===== src/rtl/ultrasonic_wind_vector_accumulator_unit_defines.svh =====
// Assertion macros shared by the wind vector accumulator RTL.
// Each macro expects clk and arst_n in scope of the module that uses it.
`ifndef ULTRASONIC_WIND_VECTOR_ACCUMULATOR_UNIT_DEFINES_SVH
`define ULTRASONIC_WIND_VECTOR_ACCUMULATOR_UNIT_DEFINES_SVH

// Same-cycle implication.
`define UWVA_ASSERT_IMP(name, ante, cons, msg) \
	name: assert property (@(posedge clk) disable iff (!arst_n) (ante) |-> (cons)) \
		else $error(msg);

// Next-cycle implication.
`define UWVA_ASSERT_NXT(name, ante, cons, msg) \
	name: assert property (@(posedge clk) disable iff (!arst_n) (ante) |=> (cons)) \
		else $error(msg);

`endif


===== src/rtl/uwva_pkg.sv =====
// Shared widths, codes, command/status types and the CORDIC angle table
// for the wind vector accumulator. No dependencies.
package uwva_pkg;

	localparam int TIME_W    = 16;
	localparam int RATIO_W   = 16;
	localparam int RATIO_FB  = 15;
	localparam int SCALE_W   = 24;
	localparam int CNT_W     = 9;
	localparam int SKIP_W    = 8;
	localparam int FRAC_BITS = 8;
	localparam int COMP_SH   = RATIO_FB - FRAC_BITS;
	localparam int COMP_W    = 26;
	localparam int SUM_W     = 40;
	localparam int SPD_IN_W  = 26;
	localparam int SQ_W      = 2 * COMP_W;
	localparam int ROOT_W    = SQ_W / 2;
	localparam int DEN_W     = CNT_W + SCALE_W;
	localparam int DIVN_W    = SUM_W + FRAC_BITS + 2;
	localparam int DIVD_W    = DEN_W + 1;
	localparam int MEAN_W    = 26;
	localparam int SPD_W     = 25;
	localparam int DIR_W     = 15;
	localparam int IN_W      = 4 * TIME_W;
	localparam int OUT_W     = 168;
	localparam int CFG_AW    = 3;
	localparam int CFG_DW    = 24;
	localparam int MAX_ROUNDS = 256;
	localparam int CD_STEPS  = 20;
	localparam int CD_PRE    = 6;
	localparam int CD_W      = 36;
	localparam int ANG_W     = 25;
	localparam int ATAN_W    = 22;

	localparam logic [CFG_AW-1:0] REG_RATIO_X      = 3'd0;
	localparam logic [CFG_AW-1:0] REG_RATIO_Y      = 3'd1;
	localparam logic [CFG_AW-1:0] REG_SPEED_SCALE  = 3'd2;
	localparam logic [CFG_AW-1:0] REG_SAMPLE_COUNT = 3'd3;
	localparam logic [CFG_AW-1:0] REG_SKIP_COUNT   = 3'd4;
	localparam logic [CFG_AW-1:0] REG_MEDIAN_MODE  = 3'd5;

	localparam logic [2:0] DIV_MX = 3'd0;
	localparam logic [2:0] DIV_MY = 3'd1;
	localparam logic [2:0] DIV_PS = 3'd2;
	localparam logic [2:0] DIV_PX = 3'd3;
	localparam logic [2:0] DIV_PY = 3'd4;

	typedef struct packed {
		logic       take_in;
		logic       comp;
		logic       filt;
		logic       square;
		logic       sqrt_start;
		logic       store_ms;
		logic       accum;
		logic       den_calc;
		logic       div_start;
		logic       div_store;
		logic [2:0] div_sel;
		logic       mean_mag;
		logic       cordic_start;
		logic       dir_store;
		logic       out_load;
	} uwva_cmd_t;

	typedef struct packed {
		logic used;
		logic batch_end;
		logic sqrt_done;
		logic div_done;
		logic cordic_done;
	} uwva_sts_t;

	// atan(2^-i) in units of 2^-16 degree.
	function automatic logic [ATAN_W-1:0] atan_lut(input logic [4:0] i);
		case (i)
			5'd0:  return 22'd2949120;
			5'd1:  return 22'd1740967;
			5'd2:  return 22'd919879;
			5'd3:  return 22'd466945;
			5'd4:  return 22'd234379;
			5'd5:  return 22'd117304;
			5'd6:  return 22'd58666;
			5'd7:  return 22'd29335;
			5'd8:  return 22'd14668;
			5'd9:  return 22'd7334;
			5'd10: return 22'd3667;
			5'd11: return 22'd1833;
			5'd12: return 22'd917;
			5'd13: return 22'd458;
			5'd14: return 22'd229;
			5'd15: return 22'd115;
			5'd16: return 22'd57;
			5'd17: return 22'd29;
			5'd18: return 22'd14;
			5'd19: return 22'd7;
			default: return '0;
		endcase
	endfunction

endpackage


===== src/rtl/uwva_ctrl.sv =====
// Controller state machine: sequences the datapath per round and per batch
// and owns both handshakes. Depends on uwva_pkg and the assertion macros.
`include "ultrasonic_wind_vector_accumulator_unit_defines.svh"
module uwva_ctrl import uwva_pkg::*; (
	input  logic      clk,
	input  logic      arst_n,
	input  logic      s_tvalid,
	output logic      s_tready,
	output logic      m_tvalid,
	input  logic      m_tready,
	input  uwva_sts_t sts,
	output uwva_cmd_t cmd
);

	localparam logic [3:0] ST_IDLE  = 4'd0;
	localparam logic [3:0] ST_COMP  = 4'd1;
	localparam logic [3:0] ST_FILT  = 4'd2;
	localparam logic [3:0] ST_SQ    = 4'd3;
	localparam logic [3:0] ST_RT_GO = 4'd4;
	localparam logic [3:0] ST_RT_W  = 4'd5;
	localparam logic [3:0] ST_ACC   = 4'd6;
	localparam logic [3:0] ST_CHK   = 4'd7;
	localparam logic [3:0] ST_DEN   = 4'd8;
	localparam logic [3:0] ST_DV_GO = 4'd9;
	localparam logic [3:0] ST_DV_W  = 4'd10;
	localparam logic [3:0] ST_MMAG  = 4'd11;
	localparam logic [3:0] ST_CD_GO = 4'd12;
	localparam logic [3:0] ST_CD_W  = 4'd13;
	localparam logic [3:0] ST_OUT   = 4'd14;

	logic [3:0] state_q, state_n;
	logic [2:0] div_idx_q;
	logic       mean_phase_q;
	logic       out_valid_q;

	always_comb begin
		cmd         = '0;
		cmd.div_sel = div_idx_q;
		state_n     = state_q;
		unique case (state_q)
			ST_IDLE: begin
				if (s_tvalid) begin
					cmd.take_in = 1'b1;
					state_n     = ST_COMP;
				end
			end
			ST_COMP: begin
				cmd.comp = 1'b1;
				state_n  = sts.used ? ST_FILT : ST_CHK;
			end
			ST_FILT: begin
				cmd.filt = 1'b1;
				state_n  = ST_SQ;
			end
			ST_SQ: begin
				cmd.square = 1'b1;
				state_n    = ST_RT_GO;
			end
			ST_RT_GO: begin
				cmd.sqrt_start = 1'b1;
				state_n        = ST_RT_W;
			end
			ST_RT_W: begin
				if (sts.sqrt_done) begin
					if (mean_phase_q) begin
						cmd.store_ms = 1'b1;
						state_n      = ST_CD_GO;
					end else begin
						state_n = ST_ACC;
					end
				end
			end
			ST_ACC: begin
				cmd.accum = 1'b1;
				state_n   = ST_CHK;
			end
			ST_CHK: state_n = sts.batch_end ? ST_DEN : ST_IDLE;
			ST_DEN: begin
				cmd.den_calc = 1'b1;
				state_n      = ST_DV_GO;
			end
			ST_DV_GO: begin
				cmd.div_start = 1'b1;
				state_n       = ST_DV_W;
			end
			ST_DV_W: begin
				if (sts.div_done) begin
					cmd.div_store = 1'b1;
					if (div_idx_q == DIV_MY)
						state_n = ST_MMAG;
					else if (div_idx_q == DIV_PY)
						state_n = ST_OUT;
					else
						state_n = ST_DV_GO;
				end
			end
			ST_MMAG: begin
				cmd.mean_mag = 1'b1;
				state_n      = ST_SQ;
			end
			ST_CD_GO: begin
				cmd.cordic_start = 1'b1;
				state_n          = ST_CD_W;
			end
			ST_CD_W: begin
				if (sts.cordic_done) begin
					cmd.dir_store = 1'b1;
					state_n       = ST_DV_GO;
				end
			end
			ST_OUT: begin
				if (!out_valid_q || m_tready) begin
					cmd.out_load = 1'b1;
					state_n      = ST_IDLE;
				end
			end
			default: state_n = ST_IDLE;
		endcase
	end

	always_ff @(posedge clk or negedge arst_n) begin
		if (!arst_n) begin
			state_q      <= ST_IDLE;
			div_idx_q    <= DIV_MX;
			mean_phase_q <= 1'b0;
			out_valid_q  <= 1'b0;
		end else begin
			state_q <= state_n;
			if (state_q == ST_CHK && sts.batch_end) begin
				div_idx_q    <= DIV_MX;
				mean_phase_q <= 1'b1;
			end
			if (state_q == ST_DV_W && sts.div_done && div_idx_q != DIV_PY)
				div_idx_q <= div_idx_q + 1'b1;
			if (state_q == ST_CD_W && sts.cordic_done)
				div_idx_q <= DIV_PS;
			if (cmd.out_load) begin
				mean_phase_q <= 1'b0;
				out_valid_q  <= 1'b1;
			end else if (m_tready) begin
				out_valid_q <= 1'b0;
			end
		end
	end

	assign s_tready = (state_q == ST_IDLE);
	assign m_tvalid = out_valid_q;

	`UWVA_ASSERT_IMP(a_no_overwrite, cmd.out_load, !out_valid_q || m_tready, "result overwritten")
	`UWVA_ASSERT_NXT(a_take_to_comp, s_tvalid && s_tready, state_q == ST_COMP, "request not processed")
	`UWVA_ASSERT_IMP(a_div_idx, state_q == ST_DV_GO, div_idx_q <= DIV_PY, "bad divide step")
	`UWVA_ASSERT_IMP(a_sqrt_wait, sts.sqrt_done, state_q == ST_RT_W, "root done while not waiting")

endmodule


===== config.mk =====
export PLATFORM = sky130hd
export DESIGN_NAME = uwva_ctrl
export DESIGN_NICKNAME = d
export VERILOG_FILES = /design/src/rtl/uwva_pkg.sv /design/src/rtl/uwva_ctrl.sv
export VERILOG_INCLUDE_DIRS = /design/src /design/src/rtl
export SDC_FILE = /design/constraint.sdc
export NUM_CORES = 1
export LEC_CHECK = 0
export BUFFER_PORTS_ARGS = -buffer_cell sky130_fd_sc_hd__buf_2
export CAP_MARGIN = 40
export CELL_PAD_IN_SITES_DETAIL_PLACEMENT = 2
export CELL_PAD_IN_SITES_GLOBAL_PLACEMENT = 2
export CORE_MARGIN = 3
export CORE_UTILIZATION = 30
export CTS_BUF_LIST = sky130_fd_sc_hd__clkbuf_4 sky130_fd_sc_hd__clkbuf_8
export CTS_CLUSTER_SIZE = 24
export DETAILED_ROUTE_END_ITERATION = 10
export PLACE_DENSITY_LB_ADDON = 0.1
export SLEW_MARGIN = 25
export SYNTH_ARGS = -nofsm -noshare
export SYNTH_HDL_FRONTEND = slang
export SYNTH_SLANG_ARGS = --single-unit

===== constraint.sdc =====
create_clock -name clk -period 2.78 [get_ports clk]
set_input_delay 0.556 -clock clk [delete_from_list [all_inputs] [get_ports clk]]
set_output_delay 0.556 -clock clk [all_outputs]
set_load 0.02 [all_outputs]

==> metrics.md <==
| Metric | Value |
|---|---|
| Run status | `finished clean` |
| Yosys warnings | `0` |
| Gpl congestion | `0.6793` |
| Total inserted antenna cells | `0` |
| Post-DP Area | `909.6 um^2` |
| Clock Pin Slew Worst Setup and Hold Paths | `0.07 ns` |
| Chip Width | `57.14 um` |
| Period utilisation layout | `0.8616` |
| CP dominant cell by count | `nor2b_1` |
| Initial antenna violation count | `0` |
| Global Route Usage Sum | `0.1726` |
| Minimum clock period | `2.395 ns` |
| Post-Syn Instances | `100` |
| Fmax | `0.4175 GHz` |
| Worst Path Required | `2.22 ns` |
| Fillers | `302` |
| Ports | `28` |
| Standby leakage power | `0.4852 nW` |
| FP Rows | `17` |
| Max H-tree Level | `1` |
| First-pass GRT wire length | `4.388 mm` |
| Cell Pwr Density | `1145 mW/mm^2` |
| Synth-to-Final Area Change | `19.78%` |
| Hold Violations, Final | `0` |
| Average instance area after synthesis | `7.845 um^2` |
| Final core utilization | `0.4016` |
| Sequential-to-total area share from yosys stat | `0.2871` |
| Worst setup SP type | `flop` |
| EDFF count, synth | `0` |
| Worst Path Max Fanout | `19` |
| Pins Over Slew Limit | `0` |
| Synth cell count leaders | `dfrtp_1 (9), nor2b_1 (8), nand2_1 (7), nor3_1 (7)` |
| DRT met1 WL | `1.196 mm` |
| CTS tree | `yes` |
| Port buffer count | `27` |
| Core area | `0.002340 mm^2` |
| Share of cells above drive strength 1 | `0.2764` |
| Most used DFF post-synth | `dfrtp_1` |
| Die area | `0.003264 mm^2` |
| Post-route design area | `939.7 um^2` |
| Routed len/inst | `17.02 um` |
| Max incr delay on CP | `0.72 ns` |
| Total iterations of the first detailed-routing run | `4` |
| Via Count | `824` |
| Met2 wire len | `1.210 mm` |
| Critical path capture point type | `output pin` |
| DR DRC count | `0` |
| Reg2Reg Depth | `4` |
| Clk sinks | `9` |
| Final setup TNS | `0 ns` |
| R2r startpoint | `state_q[1]` |
| Unique masters post-synth | `35` |
| Most area-hungry cell type in the Yosys netlist | `dfrtp_1` |
| Critical Path Stages | `4` |
| Clk_lat worst skew | `0.27 ns` |
| Most frequent cell after synthesis | `dfrtp_1` |
| Final Total Pwr | `1.076 mW` |
| Final setup viols | `0` |
| Chip Height | `57.14 um` |
| Yosys reg bits | `9` |
| Top sig layer | `met4` |
| CTS Hold Bufs | `0` |
| Met3 Wirelength | `121 um` |
| Hold Crit Class | `input port to asynchronous set/reset pin` |
| Cell family with most CP delay | `flip-flops` |
| Final antenna-violating net count | `0` |
| Drt via density | `5.457` |
| Syn Std Cell Area | `784.5 um^2` |
| Max cap viols | `0` |
| Nets | `136` |
| Setup repair bufs after CTS | `0` |
| Crit-path slowest cell | `dfrtp_1` |
| Worst Setup SP | `state_q[1]` |
| Clock skew | `0.004315 ns` |
| Final WL | `2.570 mm` |
| Crit Path Class | `flop to output pin` |
| Crit path DAT | `1.84 ns` |
| Hold WS | `0.1276 ns` |
| Vias in the first global route | `871` |
| VDD IR max | `504.7 uV` |
| Syn nets | `112` |
| Worst Tran Pin Value | `0.7142 ns` |
| Yosys top cell area share | `0.2871` |
| Post-cts sizing count | `0` |
| CTS Buf Count | `3` |
| Slew margin rel. | `0.5238` |
| Initial Util | `0.3353` |
| Detailed Place HPWL | `1.931 mm` |
| Crit path buf inv count | `1` |
| Crit-path cells | `nor2b_1 -> nand3_1 -> nor2b_1 -> buf_2` |
| Async SR Flop Fraction | `1.000` |
| Largest cells by area after synthesis | `dfrtp_1 (29%), nor2b_1 (6.4%), ha_1 (4.8%), nand2b_1 (4.8%), nor3_1 (4.5%)` |
| Initial DRC count | `10` |
| Gr ovfl total | `0` |
| Clock buffer depth | `2` |
| Root Buffer | `clkbuf_4` |
| Unrepaired setup endpoints after global routing | `no` |
| Largest net degree at the start of global routing | `25` |
[cell type report]
| class | instances | area, um^2 | share of cell area |
|---|---|---|---|
| clock buffer | 4 | 30.03 | 0.03196 |
| inverter | 5 | 18.77 | 0.01997 |
| multi-input combinational | 78 | 495.5 | 0.5273 |
| sequential | 9 | 225.2 | 0.2397 |
| tap | 28 | 35.03 | 0.03728 |
| timing repair buffer | 27 | 135.1 | 0.1438 |
[routing by layer]
layer / vias up / global-route usage
li1: 399 / -
met5: - / 0
met2: 19 / 0.2741
met1: 401 / 0.2288
met4: 0 / 0.06954
met3: 5 / 0.03394
[cell families after synthesis]
| kind of cell | count (synthesis) | synth area share |
|---|---|---|
| adder cells (fa/ha/maj) | 3 | 0.04785 |
| flip-flops | 9 | 0.2871 |
| multiplexers | 2 | 0.02871 |
| buffers and inverters | 13 | 0.08134 |
| AO/OA/AOI/OAI | 24 | 0.2057 |
| AND/OR/NAND/NOR | 49 | 0.3493 |
[registers in the layout (all words and copies together) (netlist names)]
signal / cells
state_q: 4
div_idx_q: 3
m_tvalid: 1
mean_phase_q: 1
[cells in the final DEF (no fill, tap or decap), types with 5 or more instances in the layout]
master and instances:
nand2_1 7, inv_1 5, a21oi_1 5, nand2b_1 6, nor3_1 7, o21ai_0 5
nor2_1 6, dfrtp_1 9, buf_2 27, nor2b_1 8
[metrics by stage]
stage,instances,setup WS [ns]
3_5_place_dp,147,0.7212
5_1_grt,151,0.1970
4_1_cts,151,0.3861
3_3_place_gp,147,0.7786
2_1_floorplan,100,0.4122
6_report,151,0.3847
[worst reg2reg max path, stage by stage (launching register included)]
cell	delay (ns)
dfrtp_1	0.72
nand2_1	0.22
or3_1	0.46
nor3b_1	0.18
a211o_1	0.27
[where the power goes]
group / total (mW) / internal, mW / switching, mW
combinational: 0.587 / 0.256 / 0.331
clock: 0.116 / 0.0653 / 0.0505
sequential: 0.373 / 0.187 / 0.186
total: 1.08 / 0.508 / 0.568
[worst paths after layout]
path / slack [ns] / to
setup / recovery: 0.38 / cmd[0]
hold / removal: 0.13 / m_tvalid
setup reg to reg: 0.81 / div_idx_q[1]
hold reg to reg: 0.56 / m_tvalid
max in group asynchronous: 2.46 / div_idx_q[1]
min in group clk: 0.56 / m_tvalid
Note: power is estimated with default switching activity, not from simulation.
